===== config.mk =====
export PLATFORM = sky130hd
export DESIGN_NAME = mp_config_table_parser_flat
export DESIGN_NICKNAME = d
export VERILOG_FILES = /design/src/hdl/mpct_pkg.sv /design/src/hdl/mpct_if.sv /design/src/hdl/mp_config_table_parser.sv /design/src/flat_wrapper.sv
export SDC_FILE = /design/constraint.sdc
export NUM_CORES = 1
export LEC_CHECK = 0
export ABC_AREA = 1
export ABC_CLOCK_PERIOD_IN_PS = 4800
export BUFFER_PORTS_ARGS = -buffer_cell sky130_fd_sc_hd__buf_2
export CAP_MARGIN = 20
export CORE_ASPECT_RATIO = 0.9
export CORE_MARGIN = 2
export CORE_UTILIZATION = 30
export DETAILED_ROUTE_END_ITERATION = 10
export GPL_ROUTABILITY_DRIVEN = 1
export GPL_TIMING_DRIVEN = 1
export PLACE_DENSITY = 0.54
export SLEW_MARGIN = 0
export SYNTH_ARGS = -nofsm -noshare
export SYNTH_HDL_FRONTEND = slang
export SYNTH_SLANG_ARGS = --single-unit

===== constraint.sdc =====
create_clock -name clk -period 4.8 [get_ports clk]
set_clock_uncertainty 0.2 [all_clocks]
set_input_delay 0.24 -clock clk [delete_from_list [all_inputs] [get_ports clk]]
set_output_delay 0.24 -clock clk [all_outputs]
set_load 0.005 [all_outputs]

===== src/hdl/mpct_pkg.sv =====
// Shared types, constants and helpers for the MP configuration table parser.
package mpct_pkg;

  localparam logic [15:0] HDR_BYTES   = 16'd44;
  localparam logic [4:0]  PROC_LAST   = 5'd19;
  localparam logic [4:0]  OTHER_LAST  = 5'd7;
  localparam logic [3:0]  MAX_CPUS    = 4'd8;

  localparam logic [15:0] OFF_LEN_LO  = 16'd4;
  localparam logic [15:0] OFF_LEN_HI  = 16'd5;
  localparam logic [15:0] OFF_VERSION = 16'd6;
  localparam logic [15:0] SIG_BYTES   = 16'd4;

  localparam logic [7:0]  VERSION_A   = 8'd1;
  localparam logic [7:0]  VERSION_B   = 8'd4;

  localparam logic [2:0]  TYPE_PROC    = 3'd0;
  localparam logic [2:0]  TYPE_IOAPIC  = 3'd2;
  localparam logic [7:0]  TYPE_MAX     = 8'd4;
  localparam logic [2:0]  TYPE_UNKNOWN = 3'd5;

  typedef enum logic [2:0] {
    ST_OK        = 3'd0,
    ST_BAD_SIG   = 3'd1,
    ST_BAD_VER   = 3'd2,
    ST_BAD_SUM   = 3'd3,
    ST_BAD_TYPE  = 3'd4,
    ST_BAD_LEN   = 3'd5
  } status_t;

  typedef enum logic {
    EV_CPU     = 1'b0,
    EV_SUMMARY = 1'b1
  } event_kind_t;

  function automatic logic [7:0] sig_byte(input logic [1:0] idx);
    logic [7:0] v;
    case (idx)
      2'd0:    v = 8'h50;
      2'd1:    v = 8'h43;
      2'd2:    v = 8'h4D;
      default: v = 8'h50;
    endcase
    return v;
  endfunction

  // Keep the smallest nonzero code.
  function automatic status_t note_error(input status_t cur, input status_t code);
    status_t v;
    if (cur == ST_OK || code < cur) begin
      v = code;
    end else begin
      v = cur;
    end
    return v;
  endfunction

endpackage


===== src/hdl/mpct_if.sv =====
// Valid/ready channel interfaces for table bytes and parse results.
interface mpct_in_if;
  logic       valid;
  logic       ready;
  logic [7:0] table_byte;
  logic       first_byte;

  modport source (output valid, output table_byte, output first_byte, input ready);
  modport sink   (input valid, input table_byte, input first_byte, output ready);
endinterface

interface mpct_out_if;
  logic                valid;
  logic                ready;
  logic                event_kind;
  logic [7:0]          apic_id;
  logic [2:0]          cpu_slot;
  logic [3:0]          cpu_count;
  logic [7:0]          io_apic_id;
  logic                io_apic_seen;
  logic [2:0]          status;

  modport source (output valid, output event_kind, output apic_id, output cpu_slot,
                  output cpu_count, output io_apic_id, output io_apic_seen,
                  output status, input ready);
  modport sink   (input valid, input event_kind, input apic_id, input cpu_slot,
                  input cpu_count, input io_apic_id, input io_apic_seen,
                  input status, output ready);
endinterface


===== src/hdl/mp_config_table_parser.sv =====
// Streaming parser for an x86 multiprocessor configuration table.
//
//  channel  dir  payload                                         handshake
//  item     in   table_byte[7:0], first_byte                     valid/ready
//  result   out  event_kind, apic_id, cpu_slot, cpu_count,       valid/ready
//                io_apic_id, io_apic_seen, status
//
// One byte per cycle while item.ready is high; each accepted byte updates the parse
// state registers, and a result, if any, lands in the result register at the same edge.
// A full result register that is not taken holds item.ready low.
// rst clears the parse state and empties the result register.
module mp_config_table_parser (
  input  logic         clk,
  input  logic         rst,
  mpct_in_if.sink      item,
  mpct_out_if.source   result
);

  logic [15:0]         byte_offset;
  logic [15:0]         table_length;
  logic [7:0]          byte_sum;
  logic [4:0]          entry_remaining;
  logic [2:0]          entry_type;
  logic [3:0]          cpus_recorded;
  logic [7:0]          last_io_apic;
  logic                io_apic_flag;
  mpct_pkg::status_t   error_code;
  logic                active;

  logic [15:0]         byte_offset_next;
  logic [15:0]         table_length_next;
  logic [7:0]          byte_sum_next;
  logic [4:0]          entry_remaining_next;
  logic [2:0]          entry_type_next;
  logic [3:0]          cpus_recorded_next;
  logic [7:0]          last_io_apic_next;
  logic                io_apic_flag_next;
  mpct_pkg::status_t   error_code_next;
  logic                active_next;

  logic                res_valid;
  mpct_pkg::event_kind_t res_kind;
  logic [7:0]          res_apic;
  logic [2:0]          res_slot;
  logic [3:0]          res_count;
  logic [7:0]          res_io_id;
  logic                res_io_seen;
  mpct_pkg::status_t   res_status;

  logic                emit;
  mpct_pkg::event_kind_t emit_kind;
  logic [7:0]          emit_apic;
  logic [2:0]          emit_slot;
  logic [3:0]          emit_count;
  logic [7:0]          emit_io_id;
  logic                emit_io_seen;
  mpct_pkg::status_t   emit_status;

  logic                accept;
  logic [7:0]          b;
  logic [15:0]         off;
  logic [15:0]         end_len;
  logic                done;

  assign item.ready = !res_valid || result.ready;
  assign accept     = item.valid && item.ready;
  assign b          = item.table_byte;

  always_comb begin
    byte_offset_next     = byte_offset;
    table_length_next    = table_length;
    byte_sum_next        = byte_sum;
    entry_remaining_next = entry_remaining;
    entry_type_next      = entry_type;
    cpus_recorded_next   = cpus_recorded;
    last_io_apic_next    = last_io_apic;
    io_apic_flag_next    = io_apic_flag;
    error_code_next      = error_code;
    active_next          = active;
    emit         = 1'b0;
    emit_kind    = mpct_pkg::EV_CPU;
    emit_apic    = 8'd0;
    emit_slot    = 3'd0;
    emit_count   = 4'd0;
    emit_io_id   = 8'd0;
    emit_io_seen = 1'b0;
    emit_status  = mpct_pkg::ST_OK;
    off          = 16'd0;
    end_len      = mpct_pkg::HDR_BYTES;
    done         = 1'b0;

    if (accept && (item.first_byte || active)) begin
      if (item.first_byte) begin
        byte_offset_next     = 16'd0;
        table_length_next    = 16'd0;
        byte_sum_next        = 8'd0;
        entry_remaining_next = 5'd0;
        entry_type_next      = 3'd0;
        cpus_recorded_next   = 4'd0;
        last_io_apic_next    = 8'd0;
        io_apic_flag_next    = 1'b0;
        error_code_next      = mpct_pkg::ST_OK;
        active_next          = 1'b1;
      end
      off           = byte_offset_next;
      byte_sum_next = byte_sum_next + b;

      if (off < mpct_pkg::SIG_BYTES) begin
        if (b != mpct_pkg::sig_byte(off[1:0])) begin
          error_code_next = mpct_pkg::note_error(error_code_next, mpct_pkg::ST_BAD_SIG);
        end
      end else if (off == mpct_pkg::OFF_LEN_LO) begin
        table_length_next = {8'd0, b};
      end else if (off == mpct_pkg::OFF_LEN_HI) begin
        table_length_next = {b, table_length_next[7:0]};
        if ({b, table_length_next[7:0]} < mpct_pkg::HDR_BYTES) begin
          error_code_next = mpct_pkg::note_error(error_code_next, mpct_pkg::ST_BAD_LEN);
        end
      end else if (off == mpct_pkg::OFF_VERSION) begin
        if (b != mpct_pkg::VERSION_A && b != mpct_pkg::VERSION_B) begin
          error_code_next = mpct_pkg::note_error(error_code_next, mpct_pkg::ST_BAD_VER);
        end
      end

      end_len = (table_length_next < mpct_pkg::HDR_BYTES) ? mpct_pkg::HDR_BYTES
                                                           : table_length_next;
      done = (off >= mpct_pkg::OFF_LEN_HI) &&
             (({1'b0, off} + 17'd1) >= {1'b0, end_len});

      if (done) begin
        if (byte_sum_next != 8'd0) begin
          error_code_next = mpct_pkg::note_error(error_code_next, mpct_pkg::ST_BAD_SUM);
        end
        emit             = 1'b1;
        emit_kind        = mpct_pkg::EV_SUMMARY;
        emit_count       = cpus_recorded_next;
        emit_io_id       = last_io_apic_next;
        emit_io_seen     = io_apic_flag_next;
        emit_status      = error_code_next;
        active_next      = 1'b0;
        byte_offset_next = 16'd0;
      end else begin
        byte_offset_next = off + 16'd1;
        if (off >= mpct_pkg::HDR_BYTES) begin
          if (entry_remaining_next == 5'd0) begin
            if (b == 8'd0) begin
              entry_type_next      = mpct_pkg::TYPE_PROC;
              entry_remaining_next = mpct_pkg::PROC_LAST;
            end else begin
              if (b > mpct_pkg::TYPE_MAX) begin
                error_code_next = mpct_pkg::note_error(error_code_next,
                                                       mpct_pkg::ST_BAD_TYPE);
                entry_type_next = mpct_pkg::TYPE_UNKNOWN;
              end else begin
                entry_type_next = b[2:0];
              end
              entry_remaining_next = mpct_pkg::OTHER_LAST;
            end
          end else if (entry_type_next == mpct_pkg::TYPE_PROC &&
                       entry_remaining_next == mpct_pkg::PROC_LAST) begin
            entry_remaining_next = entry_remaining_next - 5'd1;
            if (cpus_recorded_next < mpct_pkg::MAX_CPUS) begin
              emit               = 1'b1;
              emit_kind          = mpct_pkg::EV_CPU;
              emit_apic          = b;
              emit_slot          = cpus_recorded_next[2:0];
              emit_count         = cpus_recorded_next + 4'd1;
              emit_io_id         = last_io_apic_next;
              emit_io_seen       = io_apic_flag_next;
              cpus_recorded_next = cpus_recorded_next + 4'd1;
            end
          end else begin
            if (entry_type_next == mpct_pkg::TYPE_IOAPIC &&
                entry_remaining_next == mpct_pkg::OTHER_LAST) begin
              last_io_apic_next = b;
              io_apic_flag_next = 1'b1;
            end
            entry_remaining_next = entry_remaining_next - 5'd1;
          end
        end
      end
    end
  end

  always_ff @(posedge clk) begin
    if (rst) begin
      byte_offset     <= 16'd0;
      table_length    <= 16'd0;
      byte_sum        <= 8'd0;
      entry_remaining <= 5'd0;
      entry_type      <= 3'd0;
      cpus_recorded   <= 4'd0;
      last_io_apic    <= 8'd0;
      io_apic_flag    <= 1'b0;
      error_code      <= mpct_pkg::ST_OK;
      active          <= 1'b0;
      res_valid       <= 1'b0;
    end else begin
      byte_offset     <= byte_offset_next;
      table_length    <= table_length_next;
      byte_sum        <= byte_sum_next;
      entry_remaining <= entry_remaining_next;
      entry_type      <= entry_type_next;
      cpus_recorded   <= cpus_recorded_next;
      last_io_apic    <= last_io_apic_next;
      io_apic_flag    <= io_apic_flag_next;
      error_code      <= error_code_next;
      active          <= active_next;
      if (emit) begin
        res_valid <= 1'b1;
      end else if (result.ready) begin
        res_valid <= 1'b0;
      end
    end
  end

  always_ff @(posedge clk) begin
    if (emit) begin
      res_kind    <= emit_kind;
      res_apic    <= emit_apic;
      res_slot    <= emit_slot;
      res_count   <= emit_count;
      res_io_id   <= emit_io_id;
      res_io_seen <= emit_io_seen;
      res_status  <= emit_status;
    end
  end

  assign result.valid        = res_valid;
  assign result.event_kind   = res_kind;
  assign result.apic_id      = res_apic;
  assign result.cpu_slot     = res_slot;
  assign result.cpu_count    = res_count;
  assign result.io_apic_id   = res_io_id;
  assign result.io_apic_seen = res_io_seen;
  assign result.status       = res_status;

endmodule

===== src/flat_wrapper.sv =====
// flat-port wrapper written by rule: the top's interface ports become plain ports
module mp_config_table_parser_flat 
  (clk, rst, item_valid, item_table_byte, item_first_byte, item_ready, result_valid, result_event_kind, result_apic_id, result_cpu_slot, result_cpu_count, result_io_apic_id, result_io_apic_seen, result_status, result_ready);
  mpct_in_if item_i ();
  mpct_out_if result_i ();
  input  logic clk;
  input  logic rst;
  input wire logic [$bits(item_i.valid)-1:0] item_valid;
  input wire logic [$bits(item_i.table_byte)-1:0] item_table_byte;
  input wire logic [$bits(item_i.first_byte)-1:0] item_first_byte;
  output wire logic [$bits(item_i.ready)-1:0] item_ready;
  output wire logic [$bits(result_i.valid)-1:0] result_valid;
  output wire logic [$bits(result_i.event_kind)-1:0] result_event_kind;
  output wire logic [$bits(result_i.apic_id)-1:0] result_apic_id;
  output wire logic [$bits(result_i.cpu_slot)-1:0] result_cpu_slot;
  output wire logic [$bits(result_i.cpu_count)-1:0] result_cpu_count;
  output wire logic [$bits(result_i.io_apic_id)-1:0] result_io_apic_id;
  output wire logic [$bits(result_i.io_apic_seen)-1:0] result_io_apic_seen;
  output wire logic [$bits(result_i.status)-1:0] result_status;
  input wire logic [$bits(result_i.ready)-1:0] result_ready;
  assign item_i.valid = item_valid;
  assign item_i.table_byte = item_table_byte;
  assign item_i.first_byte = item_first_byte;
  assign item_ready = item_i.ready;
  assign result_valid = result_i.valid;
  assign result_event_kind = result_i.event_kind;
  assign result_apic_id = result_i.apic_id;
  assign result_cpu_slot = result_i.cpu_slot;
  assign result_cpu_count = result_i.cpu_count;
  assign result_io_apic_id = result_i.io_apic_id;
  assign result_io_apic_seen = result_i.io_apic_seen;
  assign result_status = result_i.status;
  assign result_i.ready = result_ready;
  mp_config_table_parser u_core (.clk(clk), .rst(rst), .item(item_i), .result(result_i));
endmodule

### Word-level counts from Yosys, hierarchy flattened

Cells that the tools add are included.

* output and inout port bits: 30
* logic and storage cells: 170
* register bits after elaboration: 94
* bits of input ports: 13

* bitwise gates (word level): 4
* $add $sub $neg: 5
* eq/ne operators: 11
* mux-type cells: 94
* reduce and logical (&&, ||, !) cells: 25
* $lt $le $gt $ge: 13

Operators by type and width (number)
* two-way mux 16 bit: 10
* two-way mux 8 bit: 15
* two-way mux 3 bit: 28
* equality test 16 x 3 -> 1 bit, second input constant: 3
* two-way mux 4 bit: 12
* less-than comparator 16 x 6 -> 1 bit, second input constant: 2
* two-way mux 5 bit: 6
* two-way mux 1 bit: 22
* adder 16 x 1 -> 17 bit, second input constant: 1
* >= comparator 17 x 16 -> 1 bit: 1
* adder 16 x 1 -> 16 bit, second input constant: 1
* >= comparator 16 x 3 -> 1 bit, second input constant: 1
* >= comparator 16 x 6 -> 1 bit, second input constant: 1
* less-than comparator 16 x 3 -> 1 bit, second input constant: 1
* case mux 5 bit (2 select lines): 1
* logical NOT 3 bit: 3
* adder 8 bit: 1
* > comparator 8 x 3 -> 1 bit, second input constant: 1
* logical NOT 8 bit: 1
* != test 8 x 1 -> 1 bit, second input constant: 1
* != test 8 x 3 -> 1 bit, second input constant: 1
* != test 8 bit: 1
* nonzero test 8 bit: 1
* logical OR 1 bit: 7
* other kinds (18): 30

### Depth between registers and ports, before layout

* word-level depth: 22
* gate-level depth with buffers: 32
* mapped depth without buffers: 31

### Worst setup path after synthesis

No wires, ideal clock.

* path type: reg2reg
* from: register u_core.byte_offset[0]
* to: register u_core.res_io_id[0] (netlist: u_core.result.io_apic_id[0]), data pin
* buffers on the path: 1
* library setup time: 159 ps
* stages on the path, launching flop included: 28
* period minus slack after synthesis: 4444 ps
* required time: 4441 ps
* path slack: 356 ps
* arrival: 4085 ps
* cell sequence: dfxtp_1 inv_1 nor2_1 ha_1 nand2_1 nor2_4 inv_2 buf_6 o211ai_2 nand4_1 or2_1 nor2_2 nor2_1 ha_1 nand2_1 nor3_1 nand2_1 o211ai_1 nand2_1 nand2_1 nand2_1 nand2_1 nand2_1 nand2_2 nand3_4 nand2_1 inv_2 nor3_1

* longest elaborated chain between the ends: 12
* elaborated cells on any way between the ends: 18
* classes of those cells: add/sub: 1; order compare: 5; eq/ne: 2; mux: 9; reduce/logical: 1

Ends and longest elaborated chain
* start, declared: line mp_config_table_parser.sv:19 `logic [15:0] byte_offset;`
* start signal, assigned: line mp_config_table_parser.sv:199 `byte_offset <= byte_offset_next;`
* two-way mux 16 bit (*): line mp_config_table_parser.sv:93 `if (item.first_byte) begin`
* two-way mux 16 bit (*): line mp_config_table_parser.sv:92 `if (accept && (item.first_byte || active)) begin`
* branches (longest 9 deep; another with >= comparator 17 x 16 -> 1 bit)
* two-way mux 8 bit (*): line mp_config_table_parser.sv:130 `if (done) begin`
* end signal, assigned: line mp_config_table_parser.sv:223 `res_io_id <= emit_io_id;`
* end, declared: line mp_config_table_parser.sv:46 `logic [7:0] res_io_id;`

Every way passes the cells marked *. The select of a mux whose other input is x is not followed.
A chain may end at the register's enable or synchronous reset.

### Worst setup path after layout

* from: register u_core.byte_offset[6]
* to: register u_core.res_io_id[7] (netlist: u_core.result.io_apic_id[7]), enable pin

* longest elaborated chain between the ends: 13
* elaborated cells on any way between the ends: 19
* classes of those cells: add/sub: 1; order compare: 5; eq/ne: 2; mux: 10; reduce/logical: 1

Ends and longest elaborated chain
* two-way mux 16 bit (*): line mp_config_table_parser.sv:93
* two-way mux 16 bit (*): line mp_config_table_parser.sv:92
* branches (longest 9 deep; another with >= comparator 17 x 16 -> 1 bit)
* two-way mux 1 bit (*): line mp_config_table_parser.sv:130
* two-way mux 1 bit (*): line mp_config_table_parser.sv:92
* via u_core.emit: line mp_config_table_parser.sv:50 `logic emit;`

Mark *: on every way through the listed nets, which the timed path passes. The select of a mux whose other input is x is not followed.

==> qor.log <==
[global_route] global-route layer with the greatest usage met2
[timing] max frequency 0.226 GHz
[global_route] met1 track demand over resource 24.1%
[power_and_ir_drop] clock network power share 42.5%
[timing] slew at the pin closest to its max-slew limit 872 ps
[logic_synthesis] share of the synthesized area in the top cell type 20.8%
[clock_network] Clock Pin Slew Worst Setup and Hold Paths 70 ps
[clock_network] TritonCTS clock tree built
[timing] clock period minus final worst setup slack 4430 ps
[hold_path] hold wc startpoint result_ready
[clock_network] root buf cell sky130_fd_sc_hd__clkbuf_16
[logic_synthesis] primary flip-flop cell chosen by synthesis mapping sky130_fd_sc_hd__dfxtp_1
[critical_path] Reg-to-Reg End u_core.result.io_apic_id[7]$_SDFFCE_PN0P_
[routing] detailed-route via count 5976
[logic_synthesis] number of distinct library cells after synthesis 40
[clock_network] number of clock sinks 94
[critical_path] Req. time, crit path 4650 ps
[placement] Detailed Place HPWL 12600 um
[global_route] fraction of met3 tracks used by global routing 2.62%
[critical_path] startpoint type of the worst setup path flop
[cells_and_area] layout cell share with drive strength beyond 1 12.3%
[power_and_ir_drop] Internal 1.36 mW
[critical_path] crit end category flop
[power_and_ir_drop] pwr dens 255 nW/um^2
[timing] Total Negative Setup Slacks 0 ps
[timing] Hold Violations, Final 0
[timing] unrepaired setup endpoints after global routing no
[die] initial core utilization 30.6%
[global_route] All-Layer GR Usage 16.4%
[routing] # DRC 0
[routing] Iter 0 DRT Violations 448
[power_and_ir_drop] proportion of total power due to net switching 26.3%
[timing] slack of the critical path 374 ps
[die] Die Footprint 22300 um^2
[routing] vias per cell 4.70
[placement] pre-CTS setup slack 146 ps
[placement] area of placed instances 6870 um^2
[critical_path] worst-path maximum fanout 22
[power_and_ir_drop] combinational fraction of design power 11.7%
[logic_synthesis] leading post-synthesis cells by cell area sky130_fd_sc_hd__dfxtp_1 (21%), sky130_fd_sc_hd__nand2_1 (15%), sky130_fd_sc_hd__edfxtp_1 (13%)
[cells_and_area] final non-filler cell total 1272
[logic_synthesis] sequential-to-total area share from yosys stat 34.1%
[critical_path] worst reg2reg setup slack 370 ps
[clock_network] depth of the CTS H-tree 3
[logic_synthesis] synthesized flop and latch total 94
[routing] Final Routed Wirelength 17600 um
[die] x dimension of the die 157 um
[routing] average routed wire per standard cell 13.9 um
[logic_synthesis] number of synthesized flops with an enable pin 28
[power_and_ir_drop] register share of total power 45.8%
[power_and_ir_drop] worst-case vdd ir drop 0.164 mV
[timing] Final period util 92.2%
[global_route] met2 track utilization from global routing 25.1%
[hold_path] worst hold path cell count 4
[global_route] antenna violations before repair 0
[die] site row count 50
[global_route] number of global-route vias before repair 5433
[clock_network] count of hold buffers inserted by post-cts repair 0
[placement] count of placed standard cells including taps 1253
[die] core box area 20800 um^2
[critical_path] CP Data Arrival Time 4270 ps
[logic_synthesis] total number of yosys warnings 0
[cells_and_area] area growth from synthesis to layout 13.8%
[logic_synthesis] largest area contributor in the synthesized netlist sky130_fd_sc_hd__dfxtp_1
[cells_and_area] total inserted antenna cells 0
[routing] first-pass detailed-route iteration total 4
[run_status] run status finished, final reports clean
[die] die height 142 um
[job] Max-Cap Viols 0
[clock_network] Worst-Skew Late Latency 360 ps
[logic_synthesis] post-synth net total 991
[clock_network] clock buffers created by TritonCTS 9
[cells_and_area] layout net count 1025
[global_route] pin count of the biggest net entering global routing 59
[critical_path] depth of the worst register-to-register path 25
[global_route] global-route wire length before repair 29000 um
[placement] count of buffers from port buffering 42
[power_and_ir_drop] total leakage power 3.29 nW
[logic_synthesis] syn avg cell area 6.70 um^2
[critical_path] beginning of the worst register-to-register path u_core.byte_offset[6]$_SDFFE_PP0P_
[hold_path] worst hold endpoint u_core.result.valid$_SDFFE_PP0P_
[cells_and_area] share of the core filled with cells 34.8%
[timing] Slew Limit Fails 0
[cells_and_area] post-route cell area 7220 um^2
[logic_synthesis] post-synthesis instance area 6350 um^2
[die] top-level port count 43
[logic_synthesis] share of async-settable or async-resettable flops after synthesis 0%
[timing] Max-Slew Margin vs Limit 41.8%
[hold_path] min-delay worst type in2reg
[clock_network] clock buffer depth 2
[timing] final setup fails 0
[routing] ANT nets after route 0
[power_and_ir_drop] Switch Pwr 0.484 mW
[global_route] Congestion Overflow GR 0
[logic_synthesis] synthesized instance count 947
[placement] last weighted congestion value of the routability-driven placer 0.850
[critical_path] worst setup path category reg2reg
==> cells by family after synthesis <==
logic type      count (synthesis)  synth area share, %
compound gates                185                 15.9
xor+xnor                       19                 2.62
fa+ha+maj                      31                 6.23
buf+inv                       156                 9.87
flops                          94                 34.1
mux                             1                0.158
simple gates                  461                 31.2
==> worst max path at each step <==
stage	cells past startpoint	endpoint	from
4_1_cts	25	u_core.result.cpu_slot[2]$_SDFFCE_PP0P_	u_core.byte_offset[6]$_SDFFE_PP0P_
3_5_place_dp	27	u_core.result.io_apic_id[1]$_SDFFCE_PN0P_	item_first_byte
3_3_place_gp	27	u_core.result.io_apic_id[1]$_SDFFCE_PN0P_	item_first_byte
5_1_grt	26	u_core.result.cpu_count[2]$_SDFFCE_PN0P_	u_core.byte_offset[0]$_SDFFE_PP0P_
6_report	25	u_core.result.io_apic_id[7]$_SDFFCE_PN0P_	u_core.byte_offset[6]$_SDFFE_PP0P_
2_1_floorplan	27	u_core.result.io_apic_id[0]$_SDFFCE_PN0P_	u_core.byte_offset[0]$_SDFFE_PP0P_
==> synthesized netlist by cell type, types with 3 or more instances <==
master / number
sky130_fd_sc_hd__o21ai_1: 20
sky130_fd_sc_hd__a21oi_1: 76
sky130_fd_sc_hd__inv_1: 108
sky130_fd_sc_hd__nor2_2: 14
sky130_fd_sc_hd__edfxtp_1: 28
sky130_fd_sc_hd__nand2_2: 5
sky130_fd_sc_hd__nor2_1: 82
sky130_fd_sc_hd__nand4_1: 14
sky130_fd_sc_hd__o21ai_0: 63
sky130_fd_sc_hd__clkbuf_1: 23
sky130_fd_sc_hd__buf_2: 9
sky130_fd_sc_hd__ha_1: 30
sky130_fd_sc_hd__nor3_2: 4
sky130_fd_sc_hd__buf_6: 3
sky130_fd_sc_hd__xor2_1: 12
sky130_fd_sc_hd__nand2_1: 251
sky130_fd_sc_hd__inv_2: 8
sky130_fd_sc_hd__nand3_1: 68
sky130_fd_sc_hd__xnor2_1: 7
sky130_fd_sc_hd__o211ai_1: 14
sky130_fd_sc_hd__dfxtp_1: 66
sky130_fd_sc_hd__o21ai_2: 5
sky130_fd_sc_hd__nor3_1: 14
==> state kept, by name (all words and copies together), names as in the netlist, 3 cells and up <==
name / count
u_core.result.apic_id: 8
u_core.last_io_apic: 8
u_core.result.io_apic_id: 8
u_core.result.cpu_count: 4
u_core.entry_type: 3
u_core.byte_sum: 8
u_core.entry_remaining: 5
u_core.result.cpu_slot: 3
u_core.table_length: 16
u_core.result.status: 3
u_core.cpus_recorded: 4
u_core.error_code: 3
u_core.byte_offset: 16
==> power by group through the flow <==
stage	combinational (mW)	clock [mW]	sequential, mW
after global placement	0.214	0	0.860
after detailed placement	0.215	0	0.860
final	0.216	0.782	0.842
after global routing	0.246	0.834	0.844
after CTS	0.215	0.803	0.842
after floorplan	0.154	0	0.858
==> per-layer routing <==
metal | vias up | share of wire [%] | routed length (um)
met5 | - | 0 | 0
met4 | 0 | 0.92 | 162
met3 | 9 | 3.4 | 598
met2 | 97 | 44 | 7730
met1 | 2691 | 52 | 9140
li1 | 3179 | - | -
==> cells in the final DEF, fill, tap and decap left out, types with 13 or more instances in the layout <==
cell type | netlist | layout
sky130_fd_sc_hd__a21oi_1 | 76 | 76
sky130_fd_sc_hd__buf_2 | 9 | 42
sky130_fd_sc_hd__buf_4 | 2 | 18
sky130_fd_sc_hd__dfxtp_1 | 66 | 66
sky130_fd_sc_hd__edfxtp_1 | 28 | 28
sky130_fd_sc_hd__ha_1 | 30 | 30
sky130_fd_sc_hd__inv_1 | 108 | 107
sky130_fd_sc_hd__nand2_1 | 251 | 251
sky130_fd_sc_hd__nand3_1 | 68 | 68
sky130_fd_sc_hd__nand4_1 | 14 | 14
sky130_fd_sc_hd__nor2_1 | 82 | 82
sky130_fd_sc_hd__nor2_2 | 14 | 14
sky130_fd_sc_hd__nor3_1 | 14 | 13
sky130_fd_sc_hd__o211ai_1 | 14 | 14
sky130_fd_sc_hd__o21ai_0 | 63 | 63
sky130_fd_sc_hd__o21ai_1 | 20 | 20
==> critical path, stage by stage, from the launching register on <==
cell and delay [ps]:
sky130_fd_sc_hd__dfxtp_1 340, sky130_fd_sc_hd__o21ai_2 190, sky130_fd_sc_hd__nand2_1 140, sky130_fd_sc_hd__nor2_2 140, sky130_fd_sc_hd__nand2_1 100, sky130_fd_sc_hd__nor2_4 140
sky130_fd_sc_hd__inv_2 160, sky130_fd_sc_hd__o211ai_1 330, sky130_fd_sc_hd__nand4_1 130, sky130_fd_sc_hd__or2_1 270, sky130_fd_sc_hd__nor2_2 190, sky130_fd_sc_hd__nor2_1 60
sky130_fd_sc_hd__ha_1 290, sky130_fd_sc_hd__nand2_1 80, sky130_fd_sc_hd__nor3_1 150, sky130_fd_sc_hd__nand2_1 70, sky130_fd_sc_hd__o211ai_1 80, sky130_fd_sc_hd__nand2_1 60
sky130_fd_sc_hd__nand2_1 70, sky130_fd_sc_hd__nand2_1 50, sky130_fd_sc_hd__nand2_1 50, sky130_fd_sc_hd__nand2_1 70, sky130_fd_sc_hd__nand2_2 120, sky130_fd_sc_hd__nand3_4 160
sky130_fd_sc_hd__nand2_1 230, sky130_fd_sc_hd__buf_8 220
==> area by class of cell <==
class                      instances  area (um^2)
tap                              286          358
multi-input combinational        697         3570
clock buffer                      10          229
timing repair buffer              62          380
fill                            2287        13500
inverter                         117          439
clock inverter                     6         85.1
sequential                        94         2160
==> metrics by stage <==
step / power, mW / hold WS (ps)
6_report: 1.84 / 73.0
5_1_grt: 1.92 / 105
4_1_cts: 1.86 / 73.8
3_5_place_dp: 1.07 / 249
3_3_place_gp: 1.07 / 245
2_1_floorplan: 1.01 / 231
==> timing repair <==
| item | CTS | global route |
|---|---|---|
| endpoints found under the setup margin | 0 | 35 |
| setup buffers | 0 | 3 |
| resized for setup | 0 | 3 |
| endpoints found under the hold margin | 0 | 0 |
Power figures use the tool's default switching activity.
